## src/rtl/core/mpfb_pkg.sv

```systemverilog
package mpfb_pkg;

  // Command codes on the command input.
  localparam logic [2:0] CMD_POINT      = 3'd0;
  localparam logic [2:0] CMD_FILL       = 3'd1;
  localparam logic [2:0] CMD_BLIT_BEGIN = 3'd2;
  localparam logic [2:0] CMD_BLIT_BYTE  = 3'd3;
  localparam logic [2:0] CMD_READ       = 3'd4;

  // Pen modes; any other code clears the pixel.
  localparam logic [1:0] PEN_SET    = 2'd1;
  localparam logic [1:0] PEN_INVERT = 2'd2;

  // Work classes handed from the front end to the back end.
  typedef enum logic [2:0] {
    OP_NONE,
    OP_POINT,
    OP_FILL,
    OP_BLIT,
    OP_READ
  } op_kind_e;

  // One queued operation. For a blit, row is the first row and nbits the row count.
  typedef struct packed {
    op_kind_e   kind;
    logic [7:0] col;
    logic [7:0] row;
    logic [3:0] nbits;
    logic [7:0] data;
    logic [1:0] pen;
    logic       done;
    logic       misuse;
  } op_t;

endpackage

```

## src/rtl/core/mpfb_queue.sv

```systemverilog
module mpfb_queue (
  input  logic           clk_i,
  input  logic           rst_ni,
  input  logic           push_i,
  input  mpfb_pkg::op_t  op_i,
  input  logic           pop_i,
  output logic           valid_o,
  output logic           full_o,
  output mpfb_pkg::op_t  op_o
);
  import mpfb_pkg::*;

  op_t        slot_q [2];
  logic       wr_ptr_q;
  logic       rd_ptr_q;
  logic [1:0] count_q;

  assign valid_o = count_q != 2'd0;
  assign full_o  = count_q == 2'd2;
  assign op_o    = slot_q[rd_ptr_q];

  // Two-entry queue storage.
  always_ff @(posedge clk_i) begin
    if (push_i) begin
      slot_q[wr_ptr_q] <= op_i;
    end
  end

  // Queue pointers and fill level.
  always_ff @(posedge clk_i or negedge rst_ni) begin
    if (!rst_ni) begin
      wr_ptr_q <= 1'b0;
      rd_ptr_q <= 1'b0;
      count_q  <= '0;
    end else begin
      if (push_i) begin
        wr_ptr_q <= ~wr_ptr_q;
      end
      if (pop_i) begin
        rd_ptr_q <= ~rd_ptr_q;
      end
      if (push_i && !pop_i) begin
        count_q <= count_q + 2'd1;
      end else if (pop_i && !push_i) begin
        count_q <= count_q - 2'd1;
      end
    end
  end

endmodule

```

## config.mk

```make
export PLATFORM = sky130hd
export DESIGN_NAME = mpfb_queue
export DESIGN_NICKNAME = d
export VERILOG_FILES = /design/src/rtl/core/mpfb_pkg.sv /design/src/rtl/core/mpfb_queue.sv
export SDC_FILE = /design/constraint.sdc
export NUM_CORES = 1
export LEC_CHECK = 0
export BUFFER_PORTS_ARGS = -buffer_cell sky130_fd_sc_hd__buf_2
export CORE_MARGIN = 1.5
export CORE_UTILIZATION = 47
export CTS_CLUSTER_DIAMETER = 100
export DETAILED_ROUTE_END_ITERATION = 12
export GPL_ROUTABILITY_DRIVEN = 0
export PLACE_DENSITY_LB_ADDON = 0.05
export SLEW_MARGIN = 10
export SYNTH_ARGS = -nofsm -noshare
export SYNTH_HDL_FRONTEND = slang
export SYNTH_SLANG_ARGS = --single-unit
```

## constraint.sdc

```tcl
create_clock -name clk_i -period 2.5 [get_ports clk_i]
set_input_delay 0.125 -clock clk_i [delete_from_list [all_inputs] [get_ports clk_i]]
set_output_delay 0.125 -clock clk_i [all_outputs]
set_load 0.005 [all_outputs]
```

# After elaboration in Yosys (flattened, before gate mapping)
# Memories as Yosys holds them, arrays and structs flattened.
# Index checks and enable logic that the tools add are counted.
classes:
  n_addsub: 2
  bitwise_logic: 2
  n_mux: 4
  eq_ne: 1
  reduce_logical: 6
ops:
  columns: ["cell", "count"]
  rows:
  - ["2-bit two-way mux", 2]
  - ["2-bit nonzero test", 2]
  - ["2-bit by 1-bit adder with 2-bit output (second input constant)", 1]
  - ["2-bit equality test (second input constant)", 1]
  - ["1-bit logical AND", 2]
  - ["1-bit zero test", 2]
  - ["1-bit two-way mux", 2]
  - ["1-bit NOT", 2]
  - ["2-bit by 1-bit subtractor with 2-bit output (second input constant)", 1]
totals:
  memories: 1
  regBits: 4
  elab_cells: 19
  output_inout_bits: 37
  ramBits: 70
mem_list:
  columns: ["memory", "depth", "width", "rd", "rd_clocked_by_memory_dff", "wr", "line", "text"]
  rows:
  - ["slot_q", 2, 35, 1, 0, 1, "mpfb_queue.sv:13", "op_t slot_q [2];"]

# Logic depth before layout (Yosys ltp)
# Gate-level depths: netlist of the first run.
depth:
  ltp_word: 4
  ltp_mapped: 5
  mapped_depth_nobuf: 5

# Worst setup path after synthesis of the first run
# Ideal clock, no wire load.
synth_path:
  path_kind: "reg-to-reg"
  from: "reg wr_ptr_q"
  to: "mem slot_q[0][0] in the netlist's numbering (enable)"
  t_required_ns: 2.069
  period_less_slack_ns: 2.405
  path_stages_with_launch: 2
  t_arrival_ns: 1.973
  n_path_buf: 0
  setup_time_ns: 0.431
  setup_slack_ns: 0.095
  cell_sequence: "dfrtp_1 > nor2b_1"
synth_lines:
  columns: ["element", "line", "text"]
  rows:
  - ["from (decl)", "mpfb_queue.sv:14", "logic wr_ptr_q;"]
  - ["from (signal assigned)", "mpfb_queue.sv:37", "wr_ptr_q <= ~wr_ptr_q;"]
  - ["to (decl)", "mpfb_queue.sv:13", null]
# Straight into the memory's write port.

==> results of run 1 <==
-- layer usage --
layer | track usage, % | up-vias
met1 | 16.03 | 733
met2 | 24.50 | 48
met4 | 7.759 | 0
met3 | 5.056 | 4
met5 | 0 | -
li1 | - | 725
-- state kept, by name, summed over array words and instances (netlist names) --
| signal | cells |
|---|---|
| slot_q | 70 |
| count_q | 2 |
| rd_ptr_q | 1 |
| wr_ptr_q | 1 |
-- power groups by stage --
stage / Clock [uW] / Combinational [uW] / Sequential (uW)
3_5_place_dp: 0 / 1090 / 1830
4_1_cts: 989 / 1140 / 1800
2_1_floorplan: 0 / 850 / 1740
3_3_place_gp: 0 / 1070 / 1810
5_1_grt: 1040 / 1220 / 1820
6_report: 959 / 1120 / 1800
-- cell type report --
class / count / area share, %
Tap cell: 75 / 2.405
Timing Repair Buffer: 115 / 20.33
Clock buffer: 11 / 3.368
Multi-Input combinational cell: 46 / 15.30
Inverter: 1 / 0.09622
Sequential cell: 74 / 56.48
Clock inverter: 5 / 2.021
-- logic make-up after synthesis --
logic type | Yosys count | synth area share [%]
AND/OR/NAND/NOR | 5 | 1.004
adder cells (fa/ha/maj) | 1 | 0.4366
XOR/XNOR | 5 | 1.528
buffers and inverters | 5 | 2.620
multiplexers | 35 | 17.55
flip-flops | 74 | 76.86
-- worst max-delay path by stage --
| stage | startpoint | endpoint | slack [ns] | cells after the start |
|---|---|---|---|---|
| final | rd_ptr_q | op_o[34] | 0.61 | 3 |
| after global placement | rd_ptr_q | op_o[33] | 0.97 | 3 |
| after CTS | rd_ptr_q | op_o[34] | 0.56 | 3 |
| after detailed placement | rd_ptr_q | op_o[34] | 0.93 | 3 |
| after global routing | rd_ptr_q | op_o[32] | 0.49 | 3 |
| after floorplan | wr_ptr_q | slot_q[0][0] | 0.1 | 1 |
-- worst max-delay path, delay by kind of cell (launching register included) --
kind / cells / cell delay (ns)
mux: 1 / 0.35
flops: 1 / 0.70
buf+inv: 2 / 0.38
-- synthesized netlist by cell type --
library cell	count	area [um^2]
mux2_4	29	435.4
ha_1	1	12.51
xor2_1	4	35.03
or2_2	1	6.260
buf_6	1	11.26
mux2_2	6	67.56
nor2_1	1	3.750
and2_1	1	6.260
buf_12	3	60.06
nor2b_1	2	12.51
inv_1	1	3.750
edfxtp_1	70	2102
xnor2_1	1	8.760
dfrtp_1	4	100.1
-- through the flow --
stage	cells	util (%)	power [uW]	hold slack (ns)	cell area (um^2)
2_1_floorplan	125	-	2590	-0.1706	2865
3_3_place_gp	274	56.09	2883	-0.06272	3321
3_5_place_dp	274	56.09	2925	-0.06239	3321
4_1_cts	327	65.89	3935	0.01977	3901
5_1_grt	327	65.89	4087	0.03486	3901
6_report	327	65.89	3876	0.03770	3901
-- what timing repair did --
action,CTS,global route
buffers inserted,0,0
hold buffers,37,0
gates resized for setup,0,0
endpoints found under the hold margin,75,0
==> results.sh, run 1 <==
export IMPL_die_h_um=81.08
export IMPL_pre_cts_slack_ns=0.9345
export IMPL_worst_slew_pin_slew_ns=0.5170
export IMPL_p_sw_uw=976.8
export IMPL_p_seq_share_pct=46.4
export IMPL_r2r_start="wr_ptr_q"
export IMPL_rrSetupSlack_ns=0.96
export IMPL_min_to="wr_ptr_q"
export IMPL_slew_headroom_pct=65.54
export IMPL_arrival_ns=1.77
export IMPL_top_layer="met4"
export IMPL_timing_rr_end="slot_q[0][29]"
export IMPL_hold_path_depth=2
export IMPL_drive_above_1_share_pct=51.98
export IMPL_grt_pass1_vias=1546
export IMPL_wl_met2_um=2336
export IMPL_cts_inserted_buffers=9
export IMPL_p_comb_share_pct=28.9
export IMPL_nFillCells=433
export IMPL_hold_viol=0
export IMPL_power_density_nw_per_um2=993.6
export IMPL_layout_common_cells="buf_2, edfxtp_1, dlygate4sd3_1"
export IMPL_antenna_cells=0
export IMPL_drv_slew=0
export IMPL_netlist_instances=125
export IMPL_ios=76
export IMPL_dr_first_iter_drc_count=70
export IMPL_clock_latency_ns=0.33
export IMPL_setup_viol=0
export IMPL_maxCapViolCount=0
export IMPL_post_drt_wl_per_cell_um=13.76
export IMPL_fp_dieW_um=81.08
export IMPL_seq_area_frac_synth_pct=76.86
export IMPL_ys_warn_count=0
export IMPL_clk_path_buf_depth=2
export IMPL_antenna_found_initial=0
export IMPL_dieArea_um2=6574
export IMPL_place_hpwl_um=2934
export IMPL_pwr_share_clk_pct=24.7
export IMPL_ir_drop_uv=550.6
export IMPL_clock_skew_ns=0.007930
export IMPL_fin_tns_setup_ns=0
export IMPL_path_max_fanout=21
export IMPL_overflow=0
export IMPL_drt_wl_total_um=4499
export IMPL_r2r_worst_path_cells=2
export IMPL_hold_start="push_i"
export IMPL_multiInputGateArea_um2=596.8
export IMPL_initial_core_util_pct=48.39
export IMPL_crit_slowest_cell="dfrtp_2"
export IMPL_core_um2=5921
export IMPL_max_freq_ghz=0.5278
export IMPL_grt_usage_pct=14.49
export IMPL_finalCritPeriodShare_pct=75.78
export IMPL_antenna_left=0
export IMPL_final_common_cell="buf_2"
export IMPL_vias=1510
export IMPL_ys_types=14
export IMPL_setup_slack_ns=0.6055
export IMPL_cp_cell_sequence="buf_12 > mux2_2 > buf_2"
export IMPL_via_per_inst=4.618
export IMPL_cts_num_sinks=74
export IMPL_synth_seq_cells=74
export IMPL_wl_met1_um=1869
export IMPL_synth_area_um2=2865
export IMPL_grt_pass1_wl_um=6734
export IMPL_hold_path_class="in -> reg"
export IMPL_cts_tree="done"
export IMPL_outcome="finished, final reports clean"
export IMPL_route_detailed_drc=0
export IMPL_grt_start_max_net_pins=22
export IMPL_worstPathRequired_ns=2.38
export IMPL_dr_pass1_iters=4
export IMPL_core_rowCount=28
export IMPL_syn_nets=165
export IMPL_portBuffers=75
export IMPL_htree_levels=3
export IMPL_rsz0062_at_grt="false"
export IMPL_cp_start_kind="flip-flop"
export IMPL_p_leak_uw=0.001595
export IMPL_criticalPathCategory="reg -> out"
export IMPL_synthToLayoutAreaGrowth_pct=36.16
export IMPL_crit_path_max_incr_delay_ns=0.70
export IMPL_swShare_pct=25.20
export IMPL_regArea_um2=2203
export IMPL_clk_pin_slew_worst_paths_ns=0.07
export IMPL_nets=287
export IMPL_final_period_minus_worst_setup_slack_ns=1.895
export IMPL_root_buffer="clkbuf_8"
export IMPL_crit_path_end_kind="output pin"
export IMPL_intPower_uw=2900
export IMPL_wl_met3_um=257
export IMPL_avgSynthCellArea_um2=22.92
Note: power is estimated with default switching activity, not from simulation.
==> run 2: changes to the inputs <==
clock period = 1.5 ns   (was 2.5 ns; I/O delays follow)
==> run 2 against run 1 <==
Against the previous run: the flow now finishes with violations (negative setup slack); count of clock-buffer cells in the layout is the same; worst hold slack gained 0.058 ns; power grew 84%; first-iteration DRC count grew 16%; sequential power grew 63%; critical endpoint is now op_o[10]; highest routed layer unchanged.
==> results.sh, run 2 (same netlist as run 1, synthesis figures left out) <==
export IMPL_outcome="finished, violations left"
export IMPL_violations="negative setup slack"
export IMPL_cts_num_sinks=74
export IMPL_rsz0062_at_grt="true"
export IMPL_worst_slew_pin_slew_ns=0.3285
export IMPL_fp_dieW_um=81.08
export IMPL_cp_start_kind="flip-flop"
export IMPL_layout_common_cells="edfxtp_1, buf_2, dlygate4sd3_1"
export IMPL_dieArea_um2=6574
export IMPL_clk_pin_slew_worst_paths_ns=0.07
export IMPL_path_max_fanout=18
export IMPL_initial_core_util_pct=48.39
export IMPL_grt_start_max_net_pins=27
export IMPL_route_detailed_drc=0
export IMPL_synthToLayoutAreaGrowth_pct=47.03
export IMPL_final_common_cell="edfxtp_1"
export IMPL_clk_path_buf_depth=2
export IMPL_p_leak_uw=0.001731
export IMPL_core_rowCount=28
export IMPL_fin_tns_setup_ns=-0.3920
export IMPL_power_density_nw_per_um2=1694
export IMPL_pwr_share_clk_pct=19.5
export IMPL_worstPathRequired_ns=1.42
export IMPL_vias=1577
export IMPL_final_util_pct=71.15
export IMPL_arrival_ns=1.45
export IMPL_cts_inserted_buffers=9
export IMPL_grt_pass1_wl_um=7638
export IMPL_crit_path_end_kind="output pin"
export IMPL_finalCritPeriodShare_pct=101.8
export IMPL_drive_above_1_share_pct=52.33
export IMPL_drv_slew=0
export IMPL_core_um2=5921
export IMPL_clock_latency_ns=0.33
export IMPL_antenna_left=0
export IMPL_intPower_uw=5320
export IMPL_antenna_cells=0
export IMPL_nets=294
export IMPL_criticalPathCategory="reg -> out"
export IMPL_drt_wl_total_um=5089
export IMPL_setup_viol=26
export IMPL_top_regs="slot_q: 70 flops, count_q: 2 flops"
export IMPL_cts_tree="done"
export IMPL_p_comb_share_pct=39.5
export IMPL_die_h_um=81.08
export IMPL_maxCapViolCount=0
export IMPL_p_seq_share_pct=41.0
export IMPL_slew_headroom_pct=78.05
export IMPL_grt_usage_pct=16.50
export IMPL_total_power_uw=7135
export IMPL_largest_reg_flops=70
export IMPL_hold_viol=0
export IMPL_via_per_inst=4.736
export IMPL_overflow=0
export IMPL_p_sw_uw=1816
export IMPL_root_buffer="clkbuf_8"
export IMPL_setup_slack_ns=-0.02688
export IMPL_swShare_pct=25.45
export IMPL_ios=76
export IMPL_htree_levels=3
export IMPL_grt_pass1_vias=1713
export IMPL_place_hpwl_um=3115
export IMPL_max_freq_ghz=0.6549
export IMPL_final_period_minus_worst_setup_slack_ns=1.527
export IMPL_clock_skew_ns=0.01009
export IMPL_dr_first_iter_drc_count=81
export IMPL_hold_path_class="in -> async"
export IMPL_antenna_found_initial=0
export IMPL_portBuffers=75
export IMPL_dr_pass1_iters=4
export IMPL_top_register="slot_q"
export IMPL_ir_drop_uv=958.3
export IMPL_post_drt_wl_per_cell_um=15.28
==> run 2: cell types whose count changed in the layout (fill, tap and decap cells not counted), sizes merged <==
cell,before,now
buf,78,83
bufinv,2,1
clkbuf,11,12
dlygate4sd3,37,38
==> run 2: path summary, 6_finish.rpt <==
| kind | start | to | slack (ns) | cells after the start |
|---|---|---|---|---|
| min in group clk_i | op_i[10] | slot_q[1][10] | 0.47 | 2 |
| hold / removal | rst_ni | rd_ptr_q | 0.1 | 2 |
| hold reg to reg | count_q[1] | count_q[1] | 0.49 | 1 |
| setup / recovery | rd_ptr_q | op_o[10] | -0.03 | 3 |
| setup reg to reg | wr_ptr_q | slot_q[0][2] | 0.23 | 2 |
| max in group asynchronous | rst_ni | rd_ptr_q | 1.27 | 2 |
==> run 2: power groups by stage <==
stage,combinational (uW),sequential [uW],clock [uW]
final,2820,2930,1390
after global routing,3010,2970,1510
after CTS,2560,2930,1430
after detailed placement,2010,2950,0
after global placement,1970,2910,0
after floorplan,1420,2890,0
==> run 2: worst max-delay path, stage by stage (launching register included) <==
cell	delay, ns
dfrtp_2	0.47
buf_16	0.21
mux2_4	0.32
buf_6	0.12
==> run 2: cell type report <==
class / instances / area, um^2
Multi-Input combinational cell: 46 / 619.3
Sequential cell: 74 / 2203
Timing Repair Buffer: 122 / 1117
Clock inverter: 4 / 43.79
Fill cell: 391 / 1708
Inverter: 1 / 3.754
Tap cell: 75 / 93.84
Clock buffer: 11 / 131.4
==> run 2: layer usage <==
layer,wire length [um],track usage (%),vias to the layer above
met5,0,0,-
met4,76,8.448,0
met3,195,3.933,7
met2,2765,29.25,47
met1,2052,18.42,783
li1,-,-,740
==> run 2: through the flow <==
step	instances	cell area [um^2]	hold WS, ns	setup slack (ns)
after floorplan	125	2874	-0.2206	0.1338
after global placement	277	3356	-0.1174	0.2741
after detailed placement	277	3356	-0.1087	0.2274
after CTS	332	4100	0.06791	-0.05193
after global routing	333	4213	0.07917	-0.08800
final	333	4213	0.09605	-0.02688
==> run 2: what timing repair did <==
item | in CTS | in global routing
buffers inserted | 1 | 0
pin swaps | 0 | 0
endpoints found under the hold margin | 76 | 0
cloned | 1 | 1
hold buffers | 38 | 0
endpoints found under the setup margin | 35 | 35
resized for setup | 26 | 16
