==> src/rtl/core/mpfb_pkg.sv <==
package mpfb_pkg;

  // Command codes on the command input.
  localparam logic [2:0] CMD_POINT      = 3'd0;
  localparam logic [2:0] CMD_FILL       = 3'd1;
  localparam logic [2:0] CMD_BLIT_BEGIN = 3'd2;
  localparam logic [2:0] CMD_BLIT_BYTE  = 3'd3;
  localparam logic [2:0] CMD_READ       = 3'd4;

  // Pen modes; any other code clears the pixel.
  localparam logic [1:0] PEN_SET    = 2'd1;
  localparam logic [1:0] PEN_INVERT = 2'd2;

  // Work classes handed from the front end to the back end.
  typedef enum logic [2:0] {
    OP_NONE,
    OP_POINT,
    OP_FILL,
    OP_BLIT,
    OP_READ
  } op_kind_e;

  // One queued operation. For a blit, row is the first row and nbits the row count.
  typedef struct packed {
    op_kind_e   kind;
    logic [7:0] col;
    logic [7:0] row;
    logic [3:0] nbits;
    logic [7:0] data;
    logic [1:0] pen;
    logic       done;
    logic       misuse;
  } op_t;

endpackage

==> src/rtl/core/mpfb_front.sv <==
module mpfb_front (
  input  logic             clk_i,
  input  logic             rst_ni,
  input  logic             accept_i,
  input  logic [2:0]       command_i,
  input  logic [7:0]       x_pos_i,
  input  logic [7:0]       y_pos_i,
  input  logic [1:0]       pen_i,
  input  logic [7:0]       data_byte_i,
  input  logic [7:0]       extent_columns_i,
  input  logic [7:0]       extent_rows_i,
  output logic             push_o,
  output mpfb_pkg::op_t    op_o
);
  import mpfb_pkg::*;

  logic [7:0] origin_col_q, origin_col_d;
  logic [7:0] origin_row_q, origin_row_d;
  logic [7:0] blit_cols_q, blit_cols_d;
  logic [7:0] blit_rows_q, blit_rows_d;
  logic [7:0] cursor_col_q, cursor_col_d;
  logic [7:0] cursor_row_q, cursor_row_d;
  logic       active_q, active_d;

  logic [7:0] rows_left;
  logic [3:0] nbits;
  logic [8:0] row_next;
  logic       col_end;
  logic [7:0] col_next;
  logic       blit_fin;

  // Rows covered by the next blit byte and where the cursor goes after it.
  always_comb begin
    rows_left = blit_rows_q - cursor_row_q;
    nbits     = (rows_left >= 8'd8) ? 4'd8 : rows_left[3:0];
    row_next  = {1'b0, cursor_row_q} + 9'(nbits);
    col_end   = row_next >= {1'b0, blit_rows_q};
    col_next  = cursor_col_q + 8'd1;
    blit_fin  = col_end && ((col_next >= blit_cols_q) || (col_next == 8'd0));
  end

  // Decode the transaction into a queued operation and update the blit state.
  always_comb begin
    origin_col_d = origin_col_q;
    origin_row_d = origin_row_q;
    blit_cols_d  = blit_cols_q;
    blit_rows_d  = blit_rows_q;
    cursor_col_d = cursor_col_q;
    cursor_row_d = cursor_row_q;
    active_d     = active_q;
    op_o         = '0;
    op_o.kind    = OP_NONE;
    op_o.col     = x_pos_i;
    op_o.row     = y_pos_i;
    op_o.nbits   = 4'd1;
    op_o.data    = data_byte_i;
    op_o.pen     = pen_i;
    unique case (command_i)
      CMD_POINT: begin
        op_o.kind = OP_POINT;
      end
      CMD_FILL: begin
        op_o.kind = OP_FILL;
      end
      CMD_BLIT_BEGIN: begin
        if (accept_i) begin
          origin_col_d = x_pos_i;
          origin_row_d = y_pos_i;
          blit_cols_d  = extent_columns_i;
          blit_rows_d  = extent_rows_i;
          cursor_col_d = '0;
          cursor_row_d = '0;
          active_d     = (extent_columns_i != 8'd0) && (extent_rows_i != 8'd0);
        end
      end
      CMD_BLIT_BYTE: begin
        if (!active_q) begin
          op_o.misuse = 1'b1;
        end else begin
          op_o.kind  = OP_BLIT;
          op_o.col   = origin_col_q + cursor_col_q;
          op_o.row   = origin_row_q + cursor_row_q;
          op_o.nbits = nbits;
          op_o.done  = blit_fin;
          if (accept_i) begin
            if (col_end) begin
              cursor_row_d = '0;
              cursor_col_d = col_next;
              if (blit_fin) begin
                active_d = 1'b0;
              end
            end else begin
              cursor_row_d = row_next[7:0];
            end
          end
        end
      end
      CMD_READ: begin
        op_o.kind = OP_READ;
      end
      default: begin
        op_o.kind = OP_NONE;
      end
    endcase
  end

  assign push_o = accept_i;

  // Blit state registers.
  always_ff @(posedge clk_i or negedge rst_ni) begin
    if (!rst_ni) begin
      origin_col_q <= '0;
      origin_row_q <= '0;
      blit_cols_q  <= '0;
      blit_rows_q  <= '0;
      cursor_col_q <= '0;
      cursor_row_q <= '0;
      active_q     <= 1'b0;
    end else begin
      origin_col_q <= origin_col_d;
      origin_row_q <= origin_row_d;
      blit_cols_q  <= blit_cols_d;
      blit_rows_q  <= blit_rows_d;
      cursor_col_q <= cursor_col_d;
      cursor_row_q <= cursor_row_d;
      active_q     <= active_d;
    end
  end

endmodule

==> config.mk <==
export PLATFORM = sky130hd
export DESIGN_NAME = mpfb_front
export DESIGN_NICKNAME = d
export VERILOG_FILES = /design/src/rtl/core/mpfb_pkg.sv /design/src/rtl/core/mpfb_front.sv
export SDC_FILE = /design/constraint.sdc
export NUM_CORES = 1
export LEC_CHECK = 0
export BUFFER_PORTS_ARGS = -buffer_cell sky130_fd_sc_hd__buf_2
export CAP_MARGIN = 20
export CELL_PAD_IN_SITES_DETAIL_PLACEMENT = 2
export CELL_PAD_IN_SITES_GLOBAL_PLACEMENT = 2
export CORE_MARGIN = 2
export CORE_UTILIZATION = 32
export DETAILED_ROUTE_END_ITERATION = 7
export GPL_ROUTABILITY_DRIVEN = 0
export PLACE_DENSITY_LB_ADDON = 0.1
export SETUP_SLACK_MARGIN = 0.02
export SLEW_MARGIN = 20
export SYNTH_ARGS = -nofsm -noshare
export SYNTH_HDL_FRONTEND = slang
export SYNTH_SLANG_ARGS = --single-unit
==> constraint.sdc <==
create_clock -name clk_i -period 5.9 [get_ports clk_i]
set_input_delay 0.59 -clock clk_i [delete_from_list [all_inputs] [get_ports clk_i]]
set_output_delay 0.59 -clock clk_i [all_outputs]
set_load 0.02 [all_outputs]
==> Word-level counts from Yosys, hierarchy flattened <==
Cells that the tools add are included.
{ "word_totals": {"ff_bits": 49, "latch_bits": 0, "mem_bits_rw": 0, "romBits": 0, "inputBits": 48, "output_inout_bits": 36, "memories": 0} }
{ "op_classes": {"add_sub_neg": 5, "mul": 0, "div_mod_pow": 0, "magnitude_cmp": 3, "eq_ne": 8, "shifts": 0, "mux": 22, "bitwise": 0, "n_reduce_logical": 12} }
{ "op_table": {"columns": ["op", "count"], "rows": [
  ["$mux 8", 7],
  ["$pmux 8 s2", 2],
  ["$mux 22", 1],
  ["$mux 20", 1],
  ["$add 8x8->8", 2],
  ["$reduce_bool 8->1", 2],
  ["$pmux 3 s4", 1],
  ["$add 8x4->9", 1],
  ["$ge 9x8->1", 1],
  ["$add 8x1->8 const B", 1],
  ["$ge 8x4->1 const B", 1],
  ["$ge 8x8->1", 1],
  ["$logic_not 8->1", 1],
  ["$ne 2x2->1 const B", 4],
  ["$sub 8x8->8", 1],
  ["$mux 1", 7],
  ["$eq 3x2->1 const B", 2],
  ["$reduce_and 5->1", 1],
  ["$mux 4", 1],
  ["$reduce_and 2->1", 2],
  ["$reduce_and 4->1", 1],
  ["$eq 3x1->1 const B", 1],
  ["$eq 3x3->1 const B", 1],
  ["$logic_not 3->1", 1],
  ["5 further kinds", 6]
]} }

==> Logic depth before layout (Yosys ltp) <==
Gate-level depths: netlist of run 1.
{ "logic_depth": {"word_depth": 11, "ltp_mapped": 25} }

==> Worst setup path after synthesis of run 1 <==
OpenSTA, ideal clock, no wires.
{ "synth_timing": {"path_kind": "reg2out", "startpoint": "register blit_rows_q[0]", "endpoint": "output port op_o[1] (netlist bit)", "arrival_time_ns": 4.499, "required_time_ns": 5.310, "slack_ns": 0.811, "stages_incl_launch_ff": 24, "path_cell_list": "dfrtp_1 inv_1 ha_1 inv_1 fa_1 a21o_1 a21oi_1 nor4bb_1 nor4_1 nand4_2 nor2_1 ha_1 inv_1 fa_1 nand2b_1 a211oi_2 xnor2_1 ha_1 nand2_1 o21ai_0 a311oi_2 o21ai_2 buf_4 and3_1"} }
{ "synth_lines": {"columns": ["element", "line_no", "source"], "rows": [
  ["start: declaration", "mpfb_front.sv:20", "logic [7:0] blit_rows_q, blit_rows_d;"],
  ["start signal: assignment", "mpfb_front.sv:123", "blit_rows_q <= blit_rows_d;"],
  ["end: declaration", "mpfb_front.sv:13", "output mpfb_pkg::op_t op_o"]
]} }

==> results of run 1 <==
==> per-stage QoR <==
step / setup WS, ns / hold WS [ns] / utilization / cell area, um2 / instances
after CTS: 0.0419 / 0.452 / 0.380 / 4610 / 704
after detailed placement: 0.366 / 0.474 / 0.365 / 4430 / 696
final: 0.221 / 0.409 / 0.389 / 4710 / 711
after floorplan: 0.811 / 0.294 / - / 4020 / 490
after global routing: -0.0674 / 0.478 / 0.389 / 4710 / 711
after global placement: 0.614 / 0.466 / 0.365 / 4430 / 696
==> logic make-up (layout without fill, tap and decap cells) <==
family | after synthesis | count (layout) | share of synthesized area
AND/OR/NAND/NOR | 184 | 184 | 0.207
AO/OA/AOI/OAI | 98 | 98 | 0.163
buffers and inverters | 75 | 128 | 0.0844
flip-flops | 49 | 49 | 0.305
adder cells (fa/ha/maj) | 46 | 46 | 0.151
XOR/XNOR | 26 | 26 | 0.0567
multiplexers | 12 | 12 | 0.0330
==> cell type report <==
type | count | area, um2 | area share
Tap cell | 168 | 210 | 0.0447
Clock buffer | 7 | 143 | 0.0303
Timing Repair Buffer | 75 | 405 | 0.0861
Multi-Input combinational cell | 366 | 2520 | 0.536
Clock inverter | 1 | 30.0 | 0.00638
Inverter | 45 | 169 | 0.0359
Sequential cell | 49 | 1230 | 0.261
==> placed cells by master (no fill, tap or decap), types with 3 or more instances in the layout <==
master | netlist | routed
nand3_1 | 5 | 5
o311ai_0 | 5 | 5
a22o_1 | 3 | 3
dfrtp_1 | 49 | 49
nor4_1 | 5 | 5
o21ai_0 | 37 | 37
o31ai_1 | 4 | 4
inv_1 | 45 | 45
buf_2 | 4 | 63
xnor2_1 | 14 | 13
nor3_1 | 8 | 8
mux2i_1 | 8 | 8
a21o_1 | 6 | 6
and3_1 | 8 | 8
nor2_2 | 1 | 3
clkbuf_16 | 0 | 5
xor2_1 | 12 | 12
nor2b_1 | 6 | 6
ha_1 | 42 | 39
nor2_1 | 33 | 31
nand2b_1 | 4 | 3
o31a_1 | 3 | 3
nand2_1 | 98 | 98
a21oi_1 | 15 | 14
o21a_1 | 5 | 5
buf_4 | 12 | 12
==> final timing paths <==
path | startpoint | end | cells past startpoint
worst min register to register | origin_col_q[2] | origin_col_q[2] | 2
worst min-delay path | rst_ni | origin_row_q[2] | 2
worst max register to register | cursor_row_q[1] | cursor_col_q[0] | 23
worst max-delay path | cursor_row_q[1] | op_o[1] | 22
min in group clk_i | origin_col_q[2] | origin_col_q[2] | 2
max in group asynchronous | rst_ni | blit_cols_q[6] | 2
==> power by group <==
part / leakage, nW / switching (mW) / internal (mW)
sequential: 0.617 / 0.0738 / 0.404
clock: 0.0841 / 0.132 / 0.212
combinational: 1.60 / 0.400 / 0.309
==> repair_timing <==
| item | 4_1_cts | 5_1_grt |
|---|---|---|
| pin swaps | 0 | 6 |
| endpoints found under the setup margin | 1 | 9 |
| resized for setup | 1 | 11 |
| hold buffers | 0 | 0 |
| endpoints found under the hold margin | 0 | 0 |
| buffers inserted | 0 | 7 |
==> worst register-to-register path: stages (launching register included) <==
cell	delay (ns)
dfrtp_1	0.41
inv_1	0.25
ha_1	0.29
nor2b_1	0.15
o21ai_0	0.19
or3b_2	0.47
nand2_1	0.11
nand4_2	0.15
buf_4	0.19
nor2_1	0.14
ha_1	0.28
a21oi_1	0.15
nor2b_1	0.08
o31a_1	0.34
and3_1	0.22
xor2_1	0.15
ha_1	0.32
nand2_1	0.09
o21ai_0	0.23
a311oi_2	0.07
o21ai_2	0.09
buf_4	0.24
o21a_1	0.36
mux2_4	0.33
==> flip-flops by register name (all words and copies together) (netlist names) <==
| name | flops |
|---|---|
| origin_row_q | 8 |
| cursor_col_q | 8 |
| cursor_row_q | 8 |
| blit_rows_q | 8 |
| blit_cols_q | 8 |
| origin_col_q | 8 |
| active_q | 1 |
==> metal layers <==
metal | GRT usage | routed length [um] | vias to the layer above
met5 | 0 | 0 | -
met4 | 0.0333 | 81 | 0
met3 | 0.0209 | 215 | 9
met2 | 0.365 | 6610 | 38
met1 | 0.212 | 4980 | 1795
li1 | - | - | 1754
==> reports/metrics.cfg, run 1 <==
[final_layout]
area_growth_pct=17.1
fin_nets=636
fill_cells=1401
num_antenna_cells=0
layout-drive-gt1-share=0.203

[setup_path]
crit_path_cell_trace=inv_1 -> ha_1 -> nor2b_1 -> o21ai_0 -> or3b_2 -> nand2_1 -> nand4_2 -> buf_4 -> nor2_1 -> ha_1 -> a21oi_1 -> nor2b_1 -> o31a_1 -> and3_1 -> xor2_1 -> ha_1 -> nand2_1 -> o21ai_0 -> a311oi_2 -> o21ai_2 -> and3_1 -> buf_2
ff2ff_setup_slack_ns=0.47
path_common_cell=ha_1
max_stage_delay_ns=0.47
cp.required_ns=5.31
crit_fanout=5
crit_family=simple AND/OR/NAND/NOR gates
crit_buf_inv=3
start_kind=register
arrival_ns=5.09
path_class=reg -> out
endpoint_kind=output pin
slowest_stage=or3b_2

[synth]
netlist.area_leader.share=0.305
ys_ff_latch=49
synth_fp_nets=584
synthTopCellsByCount=nand2_1, dfrtp_1, inv_1
async_flop_share=1.00
ys_types=56
synthFlopType=dfrtp_1
avgSynthCellArea_um2=8.20
synth-warning-count=0
synth_cells=490
synth_edf_count=0
synth_top_cell_by_area=dfrtp_1
synth_most_common_cell=nand2_1
ys_top_cells_by_area=dfrtp_1, ha_1, nand2_1, o21ai_0, inv_1
yosysSeqAreaShare=0.305
syn-cell-area_um2=4020

[routing]
drt-total-wl_mm=11.9
viasPerCell=5.06
drtIter0Drc=93
drc=0
postRouteAntennaNets=0
avgRoutedWirePerCell_um=16.7
drt-pass1-iter-count=4
num_vias=3596

[timing]
post-route-period-util=0.963
max_freq_ghz=0.176
finalHoldViolations=0
worst_pin_slew_ns=0.690
min_period_ns=5.68
setup_tns_ns=0
setup_viol=0
max-slew-margin-rel=0.540
slew_viol_final=0
skew_ns=0.00277

[job]
max-cap-violations=0

[clocking]
cts_max_path_buffers=2
cts_buffers=5
htreeDepth=2
cts_tree=yes
path_clk_slew_ns=0.07
clock_latency_ns=0.29
clk_root_buffer_cell=clkbuf_16
cts.sinks=49

[global_route]
grt_max_degree=55
grtUsageTotal=0.184
grt_pass1_wl_mm=19.5
antenna_found_initial=0
grt_pass1_vias=3903
gr-total-overflow=0

[pwr]
power.leakage_nw=2.30
peakVddDrop_uv=114
p_total_mw=1.53
p_per_area_nw_per_um2=325

[die]
start_util=0.332
coreArea_um2=12100
core.rowCount=40
die_area_um2=13500
pin_count=84
die_h_um=116
fp.dieW_um=116

[place]
io_buffer_count=63
dp_hpwl_mm=8.87

[run_status]
status=completed

[worst_hold_path]
hold_class=in -> async

(Power assumes the default switching activity.)
==> inputs of run 2 (changes only) <==
--- a/config.mk
+++ b/config.mk
@@ -14,6 +14,7 @@
 export DETAILED_ROUTE_END_ITERATION = 7
 export GPL_ROUTABILITY_DRIVEN = 0
 export PLACE_DENSITY_LB_ADDON = 0.1
+export RECOVER_POWER = 25
 export SETUP_SLACK_MARGIN = 0.02
 export SLEW_MARGIN = 20
 export SYNTH_ARGS = -nofsm -noshare
==> run 2 against run 1 <==
Utilization is essentially flat. The run now ends with capacitance limit, slew limit left. Sequential share of layout area about the same. First-iteration DRC count stayed put. Critical path type unchanged. Routed wire length hardly changed. Largest power group unchanged.
==> reports/metrics.cfg, run 2 (synthesis gave the netlist of run 1 again) <==
[final_layout]
final_area_um2=4700
fill_cells=1400
fin_nets=636
layout-drive-gt1-share=0.201
layout_commonest_cell=nand2_1
final_cell_mix=nand2_1, buf_2, dfrtp_1
num_antenna_cells=0
area_growth_pct=17.0

[die]
start_util=0.332
coreArea_um2=12100
die_h_um=116
fp.dieW_um=116
core.rowCount=40
pin_count=84
die_area_um2=13500

[global_route]
antenna_found_initial=0
grt_pass1_wl_mm=19.5
grt_pass1_vias=3903
gr-total-overflow=0
grt_max_degree=55
grtUsageTotal=0.184

[worst_hold_path]
hold_class=reg -> reg
hold_depth=2

[setup_path]
r2r_cells=23
max_stage_delay_ns=0.47
start_kind=register
crit_fanout=5
cp.required_ns=5.31
slowest_stage=or3b_2
path_class=reg -> out
arrival_ns=5.09
crit_path_cell_trace=inv_1 -> ha_1 -> nor2b_1 -> o21ai_0 -> or3b_2 -> nand2_1 -> nand4_2 -> buf_4 -> nor2_1 -> ha_1 -> a21oi_1 -> nor2b_1 -> o31a_1 -> and3_1 -> xor2_1 -> ha_1 -> nand2_1 -> o21ai_0 -> a311oi_2 -> o21ai_2 -> and3_1 -> buf_2
path_common_cell=ha_1
endpoint_kind=output pin

[timing]
setup_viol=0
min_period_ns=5.68
slew_viol_final=50
max-slew-margin-rel=-0.926
worst_pin_slew_ns=2.89
skew_ns=0.00277
setup_tns_ns=0
finalHoldViolations=0
post-route-period-util=0.963
max_freq_ghz=0.176

[clocking]
cts_hold_buf=0
clock_latency_ns=0.29
clk_root_buffer_cell=clkbuf_16
cts_tree=yes
htreeDepth=2
cts_buffers=5
path_clk_slew_ns=0.07
cts_max_path_buffers=2
cts.sinks=49

[run_status]
violations=capacitance limit, slew limit
status=finished with violations

[pwr]
power.leakage_nw=2.30
pwr-share-clk=0.225
swShare=0.396
peakVddDrop_uv=114
p_int_uw=925
p_comb_frac=0.463
p_per_area_nw_per_um2=326
p_switching_uw=606
power_frac_seq=0.312

[routing]
drt-pass1-iter-count=4
drt-total-wl_mm=11.9
num_vias=3594
viasPerCell=5.05
postRouteAntennaNets=0
drtIter0Drc=93
drc=0
avgRoutedWirePerCell_um=16.7

[place]
io_buffer_count=63
postPlaceCellArea_um2=4430
dp_hpwl_mm=8.87

[job]
max-cap-violations=1

[run 2: timing repair]
| action | in CTS | in global routing |
|---|---|---|
| pin swaps | 0 | 6 |
| endpoints found under the setup margin | 1 | 9 |
| resized for setup | 1 | 11 |
| setup buffers | 0 | 7 |
[run 2: worst max-delay path, delay by kind of cell (launching register included)]
| family | cells | cell delay (ns) |
|---|---|---|
| DFF | 1 | 0.41 |
| and+or+nand+nor | 9 | 1.62 |
| xor gates and xnor gates | 1 | 0.15 |
| adders and majority gates | 3 | 0.89 |
| buffers and inverters | 3 | 0.60 |
| AOI/OAI and AO/OA | 6 | 1.12 |
[run 2: area by class of cell]
type	instances	area (um2)	area share
clock buffer	7	143	0.0303
clock inverter	1	30.0	0.00639
inverter	45	169	0.0359
multi-input combinational	366	2520	0.536
timing repair buffer	75	402	0.0854
sequential	49	1230	0.261
tap	168	210	0.0447
[run 2: through the flow]
step	total power [mW]	std cells	utilization	setup slack [ns]	hold slack, ns
finish	1.53	711	0.388	0.221	0.482
global route	1.67	711	0.388	-0.0674	0.512
CTS	1.53	704	0.380	0.0419	0.452
detailed placement	1.16	696	0.365	0.366	0.474
global placement	1.13	696	0.365	0.614	0.466
floorplan	0.969	490	-	0.811	0.294
[run 2: power groups by stage]
stage / combinational [mW] / sequential [mW] / clock [mW]
finish: 0.709 / 0.478 / 0.344
global route: 0.810 / 0.489 / 0.370
CTS: 0.694 / 0.480 / 0.360
detailed placement: 0.680 / 0.484 / 0
global placement: 0.649 / 0.483 / 0
floorplan: 0.516 / 0.453 / 0
[run 2: per-layer routing]
layer	vias to the layer above	track usage	wire length [um]
li1	1754	-	-
met1	1793	0.212	4980
met2	38	0.365	6600
met3	9	0.0209	215
met4	0	0.0333	81
met5	-	0	0
[run 2: worst paths after layout]
| kind | slack (ns) | endpoint | from |
|---|---|---|---|
| min in group asynchronous | 1.31 | origin_row_q[2] | rst_ni |
| worst min register to register | 0.48 | origin_col_q[2] | origin_col_q[2] |
| worst max register to register | 0.47 | cursor_col_q[0] | cursor_row_q[1] |
| worst min-delay path | 0.48 | origin_col_q[2] | origin_col_q[2] |
| max in group asynchronous | 2.94 | blit_cols_q[6] | rst_ni |
| worst max-delay path | 0.22 | op_o[1] | cursor_row_q[1] |
==> inputs of run 3 (changes only) <==
--- a/config.mk
+++ b/config.mk
@@ -13,7 +13,7 @@
 export CORE_UTILIZATION = 32
 export DETAILED_ROUTE_END_ITERATION = 7
 export GPL_ROUTABILITY_DRIVEN = 0
-export PLACE_DENSITY_LB_ADDON = 0.1
+export PLACE_DENSITY = 0.84
 export RECOVER_POWER = 25
 export SETUP_SLACK_MARGIN = 0.02
 export SLEW_MARGIN = 20
==> run 3 against run 2 <==
The run still ends with capacitance limit, slew limit left. Utilization decreased by 0.10 points. Clock-buffer cell count down 1. Maximum frequency rose by 0.10%. Worst setup slack gained 0.0057 ns. First-iteration DRC count is 23% lower. Die area did not move. Critical path depth increased by 1. Largest cell class unchanged.
==> reports/metrics.cfg, run 3 (synthesis gave the netlist of run 1 again) <==
[run_status]
violations=capacitance limit, slew limit
status=finished with violations

[routing]
met3_length_um=274
drt-pass1-iter-count=4
drc=0
met2_length_mm=7.34
drtIter0Drc=72
top_layer=met4
drt-total-wl_mm=13.2
avgRoutedWirePerCell_um=18.5
postRouteAntennaNets=0
num_vias=3716
wl_met1_mm=5.46
viasPerCell=5.20

[die]
pin_count=84
core.rowCount=40
die_area_um2=13500
die_h_um=116
start_util=0.332
fp.dieW_um=116
coreArea_um2=12100

[timing]
min_period_ns=5.67
setup_tns_ns=0
setup_slack_ns=0.227
hold_slack_ns=0.487
finalHoldViolations=0
setup_viol=0
max-slew-margin-rel=-0.958
max_freq_ghz=0.176
slew_viol_final=50
post-route-period-util=0.962
worst_pin_slew_ns=2.94
skew_ns=0.00518

[final_layout]
regArea_um2=1230
fill_cells=1423
num_antenna_cells=0
layout-drive-gt1-share=0.200
area_growth_pct=16.7
instances_no_fill=714
layout_commonest_cell=nand2_1
final_cell_mix=nand2_1, buf_2, dfrtp_1
multi_input_area_um2=2500
fin_util=0.387
fin_nets=639

[global_route]
gr-total-overflow=0
antenna_found_initial=0
grt_pass1_vias=4162
grt_max_degree=50
grtUsageTotal=0.204
grt_pass1_wl_mm=21.3

[job]
max-cap-violations=1

[clocking]
cts_tree=yes
clock_latency_ns=0.31
path_clk_slew_ns=0.07
cts_max_path_buffers=2
clk_root_buffer_cell=clkbuf_16
cts.sinks=49
cts_buffers=5
cts_hold_buf=0
htreeDepth=2

[setup_path]
reg2reg_from=blit_rows_q[0]
endpoint_kind=output pin
crit_fanout=5
r2r_cells=24
cp.required_ns=5.31
path_class=reg -> out
ff2ff_setup_slack_ns=0.48
reg2reg_to=cursor_col_q[6]
arrival_ns=5.08
start_kind=register
startpoint=blit_rows_q[0]

[worst_hold_path]
worstHoldStart=x_pos_i[2]
hold_path_end=origin_col_q[2]
hold_class=in -> reg
hold_depth=3

[place]
pre_cts_ws_ns=0.169
io_buffer_count=63
placedCellCount=696
dp_hpwl_mm=9.68

[pwr]
power.leakage_nw=2.31
p_per_area_nw_per_um2=327
peakVddDrop_uv=117

[run 3: cell types whose count changed in the layout (fill, tap and decap cells not counted), sizes merged]
cell | before | now
bufinv | 1 | 0
clkbuf | 8 | 7
buf | 74 | 77
clkinv | 0 | 2
[run 3: per-layer routing]
metal  global-route usage  vias to the layer above
li1                     -                     1760
met1                0.233                     1889
met2                0.401                       55
met3               0.0256                       12
met4               0.0452                        0
met5                    0                        -
[run 3: final cells by class]
type	count	share of cell area
multi-input combinational	366	0.534
sequential	49	0.261
timing repair buffer	78	0.0912
tap	168	0.0448
inverter	45	0.0360
clock buffer	6	0.0296
clock inverter	2	0.00293
[run 3: worst max-delay path, stage by stage, from the launching register on]
cell and delay [ns]:
dfrtp_1 0.39, inv_1 0.08, ha_1 0.17, inv_1 0.05
fa_2 0.35, a21o_1 0.21, a21oi_2 0.16, nor4bb_1 0.09
nor4_1 0.38, nand4_2 0.22, buf_6 0.18, nor2_1 0.16
ha_1 0.27, nor2b_1 0.17, o31a_1 0.31, and3_1 0.24
xor2_2 0.16, ha_1 0.31, nand2_1 0.10, o21ai_1 0.07
a311oi_2 0.26, o21ai_2 0.10, and3_1 0.18, buf_2 0.15
[run 3: how the worst max path moves through the flow]
| stage | endpoint | slack (ns) | cells after the start |
|---|---|---|---|
| CTS | op_o[1] | 0.04 | 23 |
| finish | op_o[1] | 0.23 | 23 |
| floorplan | op_o[1] | 0.81 | 23 |
| detailed placement | cursor_col_q[6] | 0.17 | 24 |
| global placement | cursor_col_q[6] | 0.67 | 24 |
| global route | op_o[1] | -0.002 | 24 |
[run 3: stage by stage]
step	power [mW]	cell area, um2
2_1_floorplan	0.969	4020
3_3_place_gp	1.11	4430
3_5_place_dp	1.17	4430
4_1_cts	1.51	4600
5_1_grt	1.65	4690
6_report	1.53	4690
[run 3: what timing repair did]
item	in CTS	in global routing
pin swaps	2	6
gates resized for setup	1	9
setup endpoints to repair	1	3
buffers inserted	2	8
[run 3: power breakdown]
group / leakage (nW) / internal, mW / switching, mW / total [mW]
Sequential: 0.617 / 0.404 / 0.0760 / 0.480
Clock: 0.0768 / 0.170 / 0.149 / 0.319
Combinational: 1.62 / 0.313 / 0.424 / 0.736
Total: 2.31 / 0.886 / 0.648 / 1.53
